`src/rtl/iehk_pkg.sv`:
```
`timescale 1ns / 1ps

package iehk_pkg;

	localparam int HOTKEY_COUNT = 128;
	localparam int HK_IDX_W     = 7;
	localparam int KEY_BITS     = 256;
	localparam int BTN_BITS     = 5;
	localparam int ROW_W        = KEY_BITS + BTN_BITS;
	localparam int ACC_W        = 32;
	localparam int MOVE_W       = 16;

	localparam int CMD_W        = 4;
	localparam int IN_DATA_W    = 80;
	localparam int OUT_DATA_W   = 72;
	localparam int CFG_DATA_W   = 8;

	localparam int FIFO_DEPTH   = 2;
	localparam int FIFO_PTR_W   = $clog2(FIFO_DEPTH);

	localparam logic [HK_IDX_W:0] HK_LIMIT = (HK_IDX_W + 1)'(HOTKEY_COUNT);

	localparam logic [CMD_W-1:0] CMD_MOUSE      = 4'd0;
	localparam logic [CMD_W-1:0] CMD_KEY        = 4'd1;
	localparam logic [CMD_W-1:0] CMD_FETCH      = 4'd2;
	localparam logic [CMD_W-1:0] CMD_DOWN       = 4'd3;
	localparam logic [CMD_W-1:0] CMD_PRESSED    = 4'd4;
	localparam logic [CMD_W-1:0] CMD_RELEASED   = 4'd5;
	localparam logic [CMD_W-1:0] CMD_BIND_CLEAR = 4'd6;
	localparam logic [CMD_W-1:0] CMD_BIND_ADD   = 4'd7;
	localparam logic [CMD_W-1:0] CMD_RESET_KEYS = 4'd8;
	localparam logic [CMD_W-1:0] CMD_CLEAR_BIND = 4'd9;
	localparam logic [CMD_W-1:0] CMD_DISCARD    = 4'd10;
	localparam logic [CMD_W-1:0] CMD_BTN_RESET  = 4'd11;

	localparam logic [0:0] CFG_LSHIFT = 1'd0;
	localparam logic [0:0] CFG_RSHIFT = 1'd1;

	localparam logic [7:0] CFG_LSHIFT_RST = 8'd42;
	localparam logic [7:0] CFG_RSHIFT_RST = 8'd54;

	localparam logic [7:0] VK_NONE     = 8'h00;
	localparam logic [7:0] VK_INVALID  = 8'hFF;
	localparam logic [7:0] MOD_SHIFT   = 8'h10;
	localparam logic [7:0] VK_CTRL     = 8'h11;
	localparam logic [7:0] VK_ALT      = 8'h12;
	localparam logic [7:0] MOD_SHIFT_L = 8'hA0;
	localparam logic [7:0] MOD_SHIFT_R = 8'hA1;
	localparam logic [7:0] VK_LCTRL    = 8'hA2;
	localparam logic [7:0] VK_RCTRL    = 8'hA3;
	localparam logic [7:0] VK_LALT     = 8'hA4;
	localparam logic [7:0] VK_RALT     = 8'hA5;

	localparam logic [7:0] BIND_BTN0 = 8'd1;
	localparam logic [7:0] BIND_BTN1 = 8'd2;
	localparam logic [7:0] BIND_NOP  = 8'd3;
	localparam logic [7:0] BIND_BTN2 = 8'd4;
	localparam logic [7:0] BIND_BTN3 = 8'd5;
	localparam logic [7:0] BIND_BTN4 = 8'd6;

	typedef struct packed {
		logic [CMD_W-1:0]    cmd;
		logic [MOVE_W-1:0]   move_x;
		logic [MOVE_W-1:0]   move_y;
		logic                move_en;
		logic [BTN_BITS-1:0] btn_dn;
		logic [BTN_BITS-1:0] btn_up;
		logic                key_en;
		logic [7:0]          key_code;
		logic                key_break;
		logic [HK_IDX_W-1:0] id;
		logic                id_ok;
		logic [BTN_BITS-1:0] bind_btn;
		logic                bind_key_en;
		logic [7:0]          bind_key;
	} item_t;

endpackage

```
`src/rtl/iehk_fifo.sv`:
```
`timescale 1ns / 1ps

module iehk_fifo (
	input  logic            clk,
	input  logic            arst_n,
	input  logic            push_valid,
	output logic            push_ready,
	input  iehk_pkg::item_t push_item,
	output logic            pop_valid,
	input  logic            pop,
	output iehk_pkg::item_t pop_item
);
	import iehk_pkg::*;

	item_t                 mem_q [FIFO_DEPTH];
	logic [FIFO_PTR_W-1:0] wr_q;
	logic [FIFO_PTR_W-1:0] rd_q;
	logic [FIFO_PTR_W:0]   count_q;
	logic                  push_fire;
	logic                  pop_fire;

	assign push_ready = count_q != (FIFO_PTR_W + 1)'(FIFO_DEPTH);
	assign pop_valid  = count_q != '0;
	assign push_fire  = push_valid && push_ready;
	assign pop_fire   = pop && pop_valid;
	assign pop_item   = mem_q[rd_q];

	always_ff @(posedge clk) begin
		if (push_fire)
			mem_q[wr_q] <= push_item;
	end

	always_ff @(posedge clk or negedge arst_n) begin
		if (!arst_n) begin
			wr_q    <= '0;
			rd_q    <= '0;
			count_q <= '0;
		end else begin
			if (push_fire)
				wr_q <= wr_q + 1'b1;
			if (pop_fire)
				rd_q <= rd_q + 1'b1;
			case ({push_fire, pop_fire})
				2'b10:   count_q <= count_q + 1'b1;
				2'b01:   count_q <= count_q - 1'b1;
				default: count_q <= count_q;
			endcase
		end
	end

`ifndef SYNTH
	a_fifo_fill: assert property (@(posedge clk) disable iff (!arst_n)
		(push_fire && !pop_fire) |=> (count_q == $past(count_q) + 1'b1))
		else $error("queue fill count did not advance on push");
`endif

endmodule

```
`config.mk`:
```
export PLATFORM = sky130hd
export DESIGN_NAME = iehk_fifo
export DESIGN_NICKNAME = d
export VERILOG_FILES = /design/src/rtl/iehk_pkg.sv /design/src/rtl/iehk_fifo.sv
export SDC_FILE = /design/constraint.sdc
export NUM_CORES = 1
export LEC_CHECK = 0
export BUFFER_PORTS_ARGS = -buffer_cell sky130_fd_sc_hd__buf_2
export CORE_AREA = 2 2 138 140
export CTS_BUF_LIST = sky130_fd_sc_hd__clkbuf_4 sky130_fd_sc_hd__clkbuf_8
export CTS_CLUSTER_DIAMETER = 200
export DETAILED_ROUTE_END_ITERATION = 12
export DIE_AREA = 0 0 140 142
export PLACE_DENSITY_LB_ADDON = 0.2
export SLEW_MARGIN = 20
export SYNTH_ARGS = -nofsm -noshare
export SYNTH_HDL_FRONTEND = slang
export SYNTH_SLANG_ARGS = --single-unit
export TNS_END_PERCENT = 5
```
`constraint.sdc`:
```
create_clock -name clk -period 6.3 [get_ports clk]
set_input_delay 1.26 -clock clk [delete_from_list [all_inputs] [get_ports clk]]
set_output_delay 1.26 -clock clk [all_outputs]
set_load 0.02 [all_outputs]
```
# Word level (Yosys, flattened, before mapping)
# Memory sizes are Yosys's and may differ from the RTL's.
# Index checks and enable logic that the tools add are counted.
word_totals:
  ff_bits: 4
  ram_bits: 158
  input_bits: 83
  mem_count: 1
memory_table:
  columns: ["memory", "depth", "word_bits", "rd", "rd_clocked_by_memory_dff", "write_ports", "line", "rtl"]
  rows:
  - ["mem_q", 2, 79, 1, 0, 1, "iehk_fifo.sv:15", "item_t mem_q [FIFO_DEPTH];"]
op_classes:
  add_sub_neg: 4
  n_eq_ne: 3
  n_mux: 3
  n_reduce_logical: 4
op_table:
  columns: ["op", "count"]
  rows:
  - ["case mux 2 bit (2 select lines)", 1]
  - ["nonzero test 2 bit", 2]
  - ["adder 1 bit, second input constant", 2]
  - ["adder 2 x 1 -> 2 bit, second input constant", 1]
  - ["== test 2 x 1 -> 1 bit, second input constant", 1]
  - ["== test 2 bit, second input constant", 1]
  - ["logical AND 1 bit", 2]
  - ["two-way mux 1 bit", 2]
  - ["!= test 2 bit, second input constant", 1]
  - ["subtractor 2 x 1 -> 2 bit, second input constant", 1]

# Depth between registers and ports, before layout
logic_depth:
  depth_word: 4
  depth_mapped: 6

# Worst setup path after synthesis
# No wires, ideal clock.
synth_timing:
  kind: "input to register"
  from: "input push_valid"
  to: "memory mem_q[0][0] (netlist name), enable pin"
  setup_time_ns: 0.517
  t_arrival_ns: 4.657
  t_required_ns: 5.783
  setup_slack_ns: 1.126
  path_stages: 2
  path_buffers: 0
  path_cell_list: "nand2_1 > nor2_1"
synth_via:
  elab_chain_len: 3
synth_rtl:
  columns: ["item", "line", "rtl"]
  rows:
  - ["from (decl)", "iehk_fifo.sv:6", "input logic push_valid,"]
  - ["logical AND 1 bit", "iehk_fifo.sv:24", "assign push_fire = push_valid && push_ready;"]
  - ["two-way mux 1 bit", "iehk_fifo.sv:29", "if (push_fire)"]
  - ["two-way mux 1 bit (implied by the code)", "iehk_fifo.sv:30", "mem_q[wr_q] <= push_item;"]
  - ["to (decl)", "iehk_fifo.sv:15", null]
# No other way between the ends.

==> flow_metrics.tcl <==
set metrics [dict create \
    arrival_ps 2700 \
    drv_cap 0 \
    wl_per_cell_um 16.2 \
    end_kind "output port" \
    crit_path_max_fanout 51 \
    pre_cts_ws_ps 2730 \
    swShare_pct 32.3 \
    finish.utilization_pct 41.6 \
    clock_latency_ps 430 \
    layout_common_cells "buf_2, edfxtp_1, mux2_4" \
    ios 164 \
    syn_inst 263 \
    pwr-share-seq_pct 44.7 \
    clock_skew_ps 12.6 \
    powerDensity_nw_per_um2 475 \
    synth.largest_area_cell "edfxtp_1" \
    crit_type "flop to output port" \
    synthTopCellsByArea "edfxtp_1, mux2_4, buf_12, dfrtp_1, xnor2_1" \
    ys_types 14 \
    max-vdd-ir-drop_v 0.000412 \
    yosysSeqAreaShare_pct 76.9 \
    layout-drive-gt1-share_pct 62.2 \
    holdBufCountCts 0 \
    numCtsBuffers 17 \
    initial_utilization_pct 34.1 \
    yosys_register_bits 162 \
    min_path_type "flop to flop" \
    clockRootBuffer "clkbuf_8" \
    synth_fp_nets 347 \
    totalWireLength_um 11100 \
    cts_resized 0 \
    min_period_ps 3960 \
    syn_area_um2 6300 \
    grt_pass1_wl_um 17000 \
    die_h_um 142 \
    gp_congestion 0.680 \
    dieArea_um2 19900 \
    cp_top_family "flip-flops" \
    cts.sinks 162 \
    status "complete, but fails checks" \
    num_vias 2965 \
    relSlewSlack_pct 33.6 \
    fmax_mhz 253 \
    drtIter0Drc 121 \
    critPathLaunchType "flop" \
    rsz0062_at_grt "false" \
    via_per_inst 4.32 \
    cp_slowest_stage_delay_ps 1090 \
    path_cells "buf_4 > mux2_4 > buf_2" \
    postSynthAreaPerCell_um2 23.9 \
    port_buffers 163 \
    yosysWarningCount 0 \
    crit_buf_inv 2 \
    hpwl_um 7080 \
    rows 50 \
    slowest_stage "dfrtp_4" \
    cts_tree "built" \
    p_sw_uw 1180 \
    violations "DRC" \
    cts_max_level 4 \
    ctsLongestPathBuffers 2 \
    clk_pin_slew_worst_paths_ps 80 \
    antenna_found_initial 0 \
    grt_usage_pct 11.4 \
    clock_power_share_pct 20.4 \
    fin_crit_sh_pct 62.8 \
    diodes 0 \
    cts_setup_buffers 0 \
    p_leak_uw 0.00307 \
    worst_slew_pin_slew_ps 996 \
    finalSetupTns_ps 0 \
    core_um2 18500 \
    fp.dieW_um 140 \
    slew_viol_final 0 \
    fin_nets 523 \
    setup_ws_ps 2340 \
    grt_max_degree 80 \
    gr-total-overflow 0 \
    cp.required_ps 5040 \
    power_frac_comb_pct 35.0 \
    intPower_uw 2470 \
    synth_top_area_share_pct 75.3 \
    firstDrtPassIters 9 \
    hold_viol 0 \
    grt_pass1_vias 3233 \
    final_common_cell "buf_2" \
    antenna_left 0 \
    area_growth_pct 21.8 \
    drc 10 \
    setup_viol_count_final 0 \
]
==> worst register-to-register path: stages, from the launching register on <==
cell	delay, ps
dfrtp_1	420
nand2b_1	170
and3_4	540
buf_4	620
==> power groups by stage <==
| stage | Clock (µW) | Sequential, µW | Combinational, µW |
|---|---|---|---|
| finish | 743 | 1630 | 1270 |
| global route | 815 | 1660 | 1360 |
| CTS | 773 | 1640 | 1300 |
| detailed placement | 0 | 1660 | 1300 |
| global placement | 0 | 1650 | 1280 |
| floorplan | 0 | 1570 | 1110 |
==> per-stage QoR <==
stage | area, µm² | instances | total power [µW] | hold WS (ps)
2_1_floorplan | 6300 | 263 | 2680 | 456
3_3_place_gp | 7270 | 654 | 2940 | 485
3_5_place_dp | 7270 | 654 | 2960 | 485
4_1_cts | 7660 | 686 | 3710 | 503
5_1_grt | 7670 | 686 | 3830 | 536
6_report | 7670 | 686 | 3650 | 501
==> synthesized netlist by cell type <==
cell,count
and3_1,1
ha_1,1
nor2_1,2
nand2b_1,1
or2_1,1
and2_4,1
mux2_4,79
edfxtp_1,158
xor2_1,2
nand2_1,1
xnor2_1,3
dfrtp_1,4
buf_12,8
buf_6,1
==> logic make-up (layout without fill, tap and decap cells) <==
| group | after synthesis | count (layout) | synth area share (%) |
|---|---|---|---|
| xor gates and xnor gates | 5 | 5 | 0.696 |
| adders and majority gates | 1 | 1 | 0.199 |
| buffers and inverters | 9 | 198 | 2.72 |
| DFF | 162 | 162 | 76.9 |
| muxes | 79 | 79 | 18.8 |
| and+or+nand+nor | 7 | 7 | 0.616 |
==> path summary, 6_finish.rpt <==
kind	slack [ps]	cells past startpoint	to	from
worst max-delay path	2340	3	pop_item[77]	rd_q
min in group asynchronous	620	1	wr_q	arst_n
worst max register to register	4130	3	mem_q[1][53]	count_q[0]
worst min register to register	500	1	count_q[1]	count_q[1]
worst min-delay path	500	1	count_q[1]	count_q[1]
max in group asynchronous	5540	1	rd_q	arst_n
==> final cells by class <==
type | count | area (µm²)
Tap cell | 234 | 293
Fill cell | 1685 | 10800
Timing Repair Buffer | 166 | 842
Multi-Input combinational cell | 92 | 1290
Clock inverter | 7 | 85.1
Sequential cell | 162 | 4850
Clock buffer | 25 | 307
==> sequential cells by signal, indices dropped and copies added (netlist names) <==
signal	flops
count_q	2
mem_q	158
rd_q	1
wr_q	1
==> per-layer routing <==
layer | part of all wire [%] | global-route usage, % | wire length (µm)
met4 | 1.3 | 4.31 | 142
met5 | 0 | 0 | 0
met1 | 41 | 12.8 | 4500
met3 | 6.4 | 4.34 | 714
met2 | 52 | 19.7 | 5730
Power figures use the tool's default switching activity.
