<file path="src/rtl/iehk_pkg.sv">
`timescale 1ns / 1ps

package iehk_pkg;

	localparam int HOTKEY_COUNT = 128;
	localparam int HK_IDX_W     = 7;
	localparam int KEY_BITS     = 256;
	localparam int BTN_BITS     = 5;
	localparam int ROW_W        = KEY_BITS + BTN_BITS;
	localparam int ACC_W        = 32;
	localparam int MOVE_W       = 16;

	localparam int CMD_W        = 4;
	localparam int IN_DATA_W    = 80;
	localparam int OUT_DATA_W   = 72;
	localparam int CFG_DATA_W   = 8;

	localparam int FIFO_DEPTH   = 2;
	localparam int FIFO_PTR_W   = $clog2(FIFO_DEPTH);

	localparam logic [HK_IDX_W:0] HK_LIMIT = (HK_IDX_W + 1)'(HOTKEY_COUNT);

	localparam logic [CMD_W-1:0] CMD_MOUSE      = 4'd0;
	localparam logic [CMD_W-1:0] CMD_KEY        = 4'd1;
	localparam logic [CMD_W-1:0] CMD_FETCH      = 4'd2;
	localparam logic [CMD_W-1:0] CMD_DOWN       = 4'd3;
	localparam logic [CMD_W-1:0] CMD_PRESSED    = 4'd4;
	localparam logic [CMD_W-1:0] CMD_RELEASED   = 4'd5;
	localparam logic [CMD_W-1:0] CMD_BIND_CLEAR = 4'd6;
	localparam logic [CMD_W-1:0] CMD_BIND_ADD   = 4'd7;
	localparam logic [CMD_W-1:0] CMD_RESET_KEYS = 4'd8;
	localparam logic [CMD_W-1:0] CMD_CLEAR_BIND = 4'd9;
	localparam logic [CMD_W-1:0] CMD_DISCARD    = 4'd10;
	localparam logic [CMD_W-1:0] CMD_BTN_RESET  = 4'd11;

	localparam logic [0:0] CFG_LSHIFT = 1'd0;
	localparam logic [0:0] CFG_RSHIFT = 1'd1;

	localparam logic [7:0] CFG_LSHIFT_RST = 8'd42;
	localparam logic [7:0] CFG_RSHIFT_RST = 8'd54;

	localparam logic [7:0] VK_NONE     = 8'h00;
	localparam logic [7:0] VK_INVALID  = 8'hFF;
	localparam logic [7:0] MOD_SHIFT   = 8'h10;
	localparam logic [7:0] VK_CTRL     = 8'h11;
	localparam logic [7:0] VK_ALT      = 8'h12;
	localparam logic [7:0] MOD_SHIFT_L = 8'hA0;
	localparam logic [7:0] MOD_SHIFT_R = 8'hA1;
	localparam logic [7:0] VK_LCTRL    = 8'hA2;
	localparam logic [7:0] VK_RCTRL    = 8'hA3;
	localparam logic [7:0] VK_LALT     = 8'hA4;
	localparam logic [7:0] VK_RALT     = 8'hA5;

	localparam logic [7:0] BIND_BTN0 = 8'd1;
	localparam logic [7:0] BIND_BTN1 = 8'd2;
	localparam logic [7:0] BIND_NOP  = 8'd3;
	localparam logic [7:0] BIND_BTN2 = 8'd4;
	localparam logic [7:0] BIND_BTN3 = 8'd5;
	localparam logic [7:0] BIND_BTN4 = 8'd6;

	typedef struct packed {
		logic [CMD_W-1:0]    cmd;
		logic [MOVE_W-1:0]   move_x;
		logic [MOVE_W-1:0]   move_y;
		logic                move_en;
		logic [BTN_BITS-1:0] btn_dn;
		logic [BTN_BITS-1:0] btn_up;
		logic                key_en;
		logic [7:0]          key_code;
		logic                key_break;
		logic [HK_IDX_W-1:0] id;
		logic                id_ok;
		logic [BTN_BITS-1:0] bind_btn;
		logic                bind_key_en;
		logic [7:0]          bind_key;
	} item_t;

endpackage

</file>
<file path="src/rtl/iehk_front.sv">
`timescale 1ns / 1ps

module iehk_front (
	input  logic                           clk,
	input  logic                           arst_n,
	input  logic                           cfg_we,
	input  logic [0:0]                     cfg_index,
	input  logic [iehk_pkg::CFG_DATA_W-1:0] cfg_data,
	input  logic                           s_tvalid,
	output logic                           s_tready,
	input  logic [iehk_pkg::IN_DATA_W-1:0] s_tdata,
	input  logic [iehk_pkg::CMD_W-1:0]     s_tuser,
	output logic                           push_valid,
	input  logic                           push_ready,
	output iehk_pkg::item_t                push_item
);
	import iehk_pkg::*;

	logic [7:0] lshift_q;
	logic [7:0] rshift_q;

	logic [7:0]    vkey;
	logic [7:0]    make_code;
	logic          key_e0;
	logic [9:0]    flags;
	logic [7:0]    bvk;
	logic [7:0]    side_code;

	always_ff @(posedge clk or negedge arst_n) begin
		if (!arst_n) begin
			lshift_q <= CFG_LSHIFT_RST;
			rshift_q <= CFG_RSHIFT_RST;
		end else if (cfg_we) begin
			case (cfg_index)
				CFG_LSHIFT: lshift_q <= cfg_data;
				CFG_RSHIFT: rshift_q <= cfg_data;
				default: ;
			endcase
		end
	end

	assign vkey      = s_tdata[50:43];
	assign make_code = s_tdata[58:51];
	assign key_e0    = s_tdata[60];
	assign flags     = s_tdata[42:33];
	assign bvk       = s_tdata[75:68];

	// map generic modifiers to their left or right key
	always_comb begin
		case (vkey)
			MOD_SHIFT: begin
				if (make_code == lshift_q)
					side_code = MOD_SHIFT_L;
				else if (make_code == rshift_q)
					side_code = MOD_SHIFT_R;
				else
					side_code = MOD_SHIFT_L;
			end
			VK_CTRL: side_code = key_e0 ? VK_RCTRL : VK_LCTRL;
			VK_ALT:  side_code = key_e0 ? VK_RALT : VK_LALT;
			default: side_code = vkey;
		endcase
	end

	always_comb begin
		push_item           = '0;
		push_item.cmd       = s_tuser;
		push_item.move_x    = s_tdata[15:0];
		push_item.move_y    = s_tdata[31:16];
		push_item.move_en   = !s_tdata[32];
		for (int b = 0; b < BTN_BITS; b++) begin
			push_item.btn_dn[b] = flags[2*b];
			push_item.btn_up[b] = flags[2*b+1];
		end
		push_item.key_en    = (vkey != VK_NONE) && (vkey != VK_INVALID);
		push_item.key_code  = side_code;
		push_item.key_break = s_tdata[59];
		push_item.id        = s_tdata[67:61];
		push_item.id_ok     = {1'b0, s_tdata[67:61]} < HK_LIMIT;
		case (bvk)
			BIND_BTN0: push_item.bind_btn = 5'b00001;
			BIND_BTN1: push_item.bind_btn = 5'b00010;
			BIND_BTN2: push_item.bind_btn = 5'b00100;
			BIND_BTN3: push_item.bind_btn = 5'b01000;
			BIND_BTN4: push_item.bind_btn = 5'b10000;
			BIND_NOP:  push_item.bind_btn = 5'b00000;
			default:   push_item.bind_key_en = 1'b1;
		endcase
		push_item.bind_key  = bvk;
	end

	assign push_valid = s_tvalid;
	assign s_tready   = push_ready;

endmodule

</file>
<file path="config.mk">
export PLATFORM = sky130hd
export DESIGN_NAME = iehk_front
export DESIGN_NICKNAME = d
export VERILOG_FILES = /design/src/rtl/iehk_pkg.sv /design/src/rtl/iehk_front.sv
export SDC_FILE = /design/constraint.sdc
export NUM_CORES = 1
export LEC_CHECK = 0
export BUFFER_PORTS_ARGS = -buffer_cell sky130_fd_sc_hd__buf_2
export CORE_MARGIN = 5
export CORE_UTILIZATION = 34
export CTS_CLUSTER_DIAMETER = 40
export CTS_CLUSTER_SIZE = 28
export DETAILED_ROUTE_END_ITERATION = 16
export MAX_ROUTING_LAYER = met4
export PLACE_DENSITY = 0.84
export SLEW_MARGIN = 25
export SYNTH_ARGS = -nofsm -noshare
export SYNTH_HDL_FRONTEND = slang
export SYNTH_SLANG_ARGS = --single-unit
</file>
<file path="constraint.sdc">
create_clock -name clk -period 2.1 [get_ports clk]
set_input_delay 0.42 -clock clk [delete_from_list [all_inputs] [get_ports clk]]
set_output_delay 0.42 -clock clk [all_outputs]
set_load 0.02 [all_outputs]
</file>
==> results of run 1 <==
[stage by stage]
step	utilization (%)	instances	hold slack, ps	setup slack, ps	area (um2)
detailed placement	33.4	210	344	-18.5	1460
global route	35.4	215	80.3	-29.6	1540
CTS	34.9	214	65.9	15.3	1520
global placement	33.4	210	343	11.5	1460
floorplan	-	157	124	269	1530
[cell families after synthesis]
group	Yosys count	synth area share, %
buffers and inverters	69	33.0
flip-flops	16	26.8
XOR/XNOR	16	9.18
AO/OA/AOI/OAI	5	2.38
AND/OR/NAND/NOR	32	15.2
multiplexers	18	13.2
other	1	0.246
[synth_stat cells, drive strengths merged, types with 2 or more instances]
master / n / area (um2)
dfstp: 7 / 184
nor3: 3 / 15.0
nand2b: 2 / 12.5
mux2: 17 / 191
nand4: 3 / 18.8
and3b: 2 / 18.8
and3: 2 / 13.8
nand2: 4 / 15.0
a21oi: 2 / 10.0
clkbuf: 2 / 7.51
xor2: 7 / 61.3
nand3: 2 / 10.0
dfrtp: 9 / 225
nor2: 2 / 7.51
buf: 66 / 493
nor4: 3 / 18.8
xnor2: 9 / 78.8
[metal layers]
layer,GRT usage [%]
met5,-
met4,4.64
met3,6.44
met2,23.9
met1,9.77
[what timing repair did]
| action | CTS | global route |
|---|---|---|
| endpoints found under the setup margin | 2 | 3 |
| gates resized for setup | 2 | 4 |
| pin swaps | 0 | 1 |
| setup buffers | 0 | 1 |
| endpoints found under the hold margin | 0 | 0 |
==> results, run 1 <==
- Entering global routing, the biggest net connects 17 pins.
- The tool reported: "[ERROR DRT-0255] Maze Route cannot find path of net s_tdata[39] in worker of routeBox ( 48300 0 ) ( 77005 48300 )".
- Yosys printed 0 warnings.
- The number of enable-type register cells in the synthesized netlist is 0.
- The count of boundary I/O pins is 179.
- The worst endpoint kind after the last repair is a primary output.
- The clock drives 16 sinks.
- The most used flip-flop cell after synthesis is dfrtp_1.
- When the netlist entered floorplanning its net count stood at 255.
- For this configuration, the core starts out at a cell density of 35.1%.
- The width of the die is between 70 and 80 um.
- The run stopped with a tool error.
- The combined area of all synthesized cells is 1530 um2.
- The total routing resource utilization after global routing is between 10% and 20%.
- After synthesis, the mean cell area works out to 9.72 um2.
- Counting the buffers created by CTS gives 3.
- The count of standard-cell rows is 24.
- Summed over all layers, the global routing overflow is 0.
- The clock passes through at most 2 buffers.
- The async set or reset register ratio after synthesis is 100%.
- After synthesis, flip-flops and latches occupy 26.8% of the total area.
- The count of buffers from port buffering is ~60.
- The cell count after synthesis is 157.
- Buffers inserted to repair hold after CTS numbered 0.
- The number of flip-flops and latches in the synthesized netlist is 16.
- The via count of the first global-routing pass is 1,115.
- The HPWL after detailed placement is between 3000 and 4000 um.
- The first global-routing pass estimated 5840 um of wire.
- The final worst endpoint reported by repair_timing after global routing is push_item[27].
- The number of different library cells used by synthesis comes to 35.
- From bottom edge to top edge, the die measures 77.0 um.
- The number of antenna violations at the first check in global routing was 0.
- The congestion estimate from routability-driven global placement came to 0.847.
- The cell at the root of the clock tree is clkbuf_8.
- The terminating stage of the flow is detailed routing.
- CTS built an H-tree with a depth of 1.
==> inputs of run 2 (changes only) <==
Settings changed: CTS_CLUSTER_DIAMETER 40 to unset, CTS_CLUSTER_SIZE 28 to unset, MAX_ROUTING_LAYER met4 to unset, PLACE_DENSITY 0.84 to unset, PLACE_DENSITY_LB_ADDON set to 0.15.
==> run 2 against run 1 <==
Synthesized area unchanged. Global-route usage down 0.23 points. Synthesized cell count unchanged. The flow now finishes without violations.
==> results, run 2 <==
- In the synthesized netlist the async set-or-reset flop fraction comes to 100%.
- Power spread over the standard cell area amounts to 586 nW/um2.
- The cell family with the largest share of critical-path delay is simple AND/OR/NAND/NOR gates.
- The tightest min-delay check is of the primary input to asynchronous set/reset pin type.
- The setup violation total in the final timing report is 0.
- During I/O placement, the number of pins put on the boundary was about 180.
- Of the cells placed in the final design, the portion with a size suffix greater than 1 is 65.4%.
- The post-synth net total is between 200 and 300.
- The commonest cells after synthesis are 65 x buf_4, 17 x mux2_2, 9 x dfrtp_1, 9 x xnor2_1.
- The number of fillers in the final layout is 460.
- The worst setup slack before clock tree synthesis is -8.06 ps.
- The number of nets still failing antenna checks after routing is 0.
- By area the synthesized netlist is led by buf_4 32%, dfrtp_1 15%, mux2_2 13%.
- The count of unresolved DRC violations after routing is 0.
- The count of unique library cells instantiated by Yosys is 35.
- The most critical setup path has its endpoint at push_item[9].
- The average footprint of a synthesized cell is 9.72 um2.
- The number of antenna repair diodes is 0.
- The pin count of the biggest net entering global routing is 17.
- VDD sags by at most 0.272 mV.
- The final number of max-transition violations was 0.
- Using the TritonRoute via totals, the vias-per-cell ratio works out to 4.95.
- The leakage power total is 0.705 nW.
- For this design, the CTS-stage hold fixing added 0 buffers.
- The terminus of the critical flop-to-flop path is rshift_q[6]$_DFFE_PN0P_.
- Relative to the synthesized area, the layout overhead comes to -0.656%.
- Leaving out fill and tap cells, the most frequent cell in the layout is buf_2.
- At the end of the flow the core is filled with cells to 34.8%.
- The mean routed wirelength per cell is 17.8 um.
- The most common cell in the synthesized netlist is buf_4.
- The type of element capturing the critical path is a primary output.
- The number of antenna violations at the first check in global routing came to 0.
- The via count of the first global-routing pass is 1,173.
- On the worst path, the slowest cell contributes a delay of 540 ps.
- Walking the worst path, the cells encountered are buf_2 > or4_4 > nor2_1 > and4bb_2 > buf_2.
- The total power draw is roughly 890 uW.
- The die outline area is ~6000 um2.
- The die is 77.0 um tall.
- The endpoint required time on the critical path is 1680 ps.
- Counting buffers and inverters, the worst setup path is 5 cells deep.
- The number of nets in the layout is 258.
- The cell count after synthesis is about 160.
- The pre-antenna-repair detailed-routing pass consisted of 4 iterations.
- Once the floorplan was initialized, standard cells occupied 35.1% of the core.
- The clock net in this run drives a total of 16 sinks.
- The number of cells on the worst reg-to-reg path is 1.
- Across all register-to-register paths, the minimum setup slack is 1330 ps.
- The cell at the root of the clock tree is clkbuf_8.
- The post-route clock skew is 0 ps.
- Wires add up to 3760 um.
- Setup repair after global routing could not meet its margin everywhere.
- The total via count in the routed design is 1,045.
- For this run, the leading register cell type out of synthesis is dfrtp_1.
- The final critical-path share of the clock period is 98.6%.
- The maximum fanout count along the critical path is 3.
- The violation count after the first detailed-routing iteration is 43.
- The combined area of all synthesized cells is 1530 um2.
- Once placement completed, the tool counted placed cells totaling 206.
- The count of buffers from port buffering is 61.
- For this run, the register share of the synthesized area comes to 26.8%.
- The core outline area is 4350 um2.
- For this run, the number of standard cells in the final layout without fillers is 211.
- In the layout the commonest cells are 58 x buf_2, 16 x mux2_2, 9 x xnor2_1, 9 x dfrtp_1.
- The flow ran to the end, and the final reports show no timing, DRC or antenna violations.
- Timing would allow up to 0.483 GHz.
- The clock transition time at the flip-flop clock pins of the worst setup and hold paths is 60 ps.
- The first global-routing pass estimated 5870 um of wire.
- The number of levels the H-tree was split into is 1.
- The synthesized design contains 0 enable-type register cells.
- Detailed placement finished with a half-perimeter wire length of 3250 um.
- The width of the die is 77.0 um.
- Setup slack closes at 29.5 ps.
- The top cell type by total area after synthesis is buf_4.
- The CTS buffer count is 3.
- The count of synthesis-stage warnings from yosys is 0.
- The minimum period implied by the final worst setup slack is 2070 ps.
- After synthesis the netlist holds a flip-flop and latch count of 16.
- The final-layout worst hold slack is slightly above 80 ps.
- The critical path in this run is classified as primary input to primary output.
- Registers take 409 um2.
- The nature of the critical path startpoint is a primary input.
- The deepest clock path buffer count is 2.
- Counting both buffers and inverters, the worst setup path holds a total of 2.
- The largest registers in the layout are lshift_q: 8 flops, rshift_q: 8 flops.
- The data arrival time of the worst path is approximately 1700 ps.
- The most frequent cell on the critical path is buf_2.
- TritonCTS built the clock tree.
- In this run the critical register-to-register path is launched from rshift_q[6]$_DFFE_PN0P_.
- The number of max-capacitance violations reported is 0.
- The launch point of the critical path is s_tdata[73].
- The final hold violation count is 0.
- The slowest cell on the critical path is or4_4.
- Summing all multi-input logic gate instances after layout gives about 630 um2.
- The count of standard-cell rows is 24.
- The share of the synthesized area in the top cell type is 32.0%.
- The final weighted congestion in routability-driven placement is 0.742.
- The total routing resource utilization after global routing is 12.2%.
- The final global-route overflow total is 0.
- The clock latency reported for the late side of the worst-skew pair is 250 ps.
-- run 2: worst min-delay path by stage --
stage	start	endpoint	slack, ps	depth (start not counted)
global placement	arst_n	lshift_q[0]$_DFFE_PN0P_	350	1
floorplan	arst_n	lshift_q[0]$_DFFE_PN0P_	120	0
detailed placement	arst_n	rshift_q[3]$_DFFE_PN0P_	360	1
finish	arst_n	rshift_q[3]$_DFFE_PN0P_	80	1
global route	arst_n	rshift_q[7]$_DFFE_PN0P_	100	1
CTS	arst_n	rshift_q[7]$_DFFE_PN0P_	80	1
-- run 2: report_power, final --
part,leakage [nW],total [mW],internal (mW),switching [mW]
registers,0.179,0.398,0.369,0.0291
logic,0.503,0.253,0.133,0.120
clock network,0.0228,0.238,0.134,0.104
-- run 2: cell families after synthesis --
logic type | synth area share [%]
AO/OA/AOI/OAI | 2.38
XOR/XNOR | 9.18
buffers and inverters | 33.0
flip-flops | 26.8
multiplexers | 13.2
other | 0.246
AND/OR/NAND/NOR | 15.2
-- run 2: cell type report --
cell class	instances	area share, %
Tap cell	52	4.29
Clock buffer	4	2.97
Sequential cell	16	27.0
Multi-Input combinational cell	72	41.4
Timing Repair Buffer	66	24.1
Inverter	1	0.248
-- run 2: timing repair --
action / CTS / global route
pin swaps: 1 / 3
endpoints found under the setup margin: 1 / 6
gates resized for setup: 1 / 10
setup buffers: 0 / 1
-- run 2: layer usage --
layer | global-route usage (%) | up-vias | routed length [um]
met4 | 7.04 | 0 | 130
met2 | 19.4 | 99 | 1810
met5 | 0 | - | 0
li1 | - | 465 | -
met3 | 7.26 | 16 | 537
met1 | 12.4 | 465 | 1280
-- run 2: stage by stage --
step	TNS [ps]	area [um2]
3_5_place_dp	-8.06	1430
5_1_grt	-30.2	1520
6_report	0	1520
2_1_floorplan	0	1530
4_1_cts	0	1480
3_3_place_gp	0	1430
Note: power is estimated with default switching activity, not from simulation.
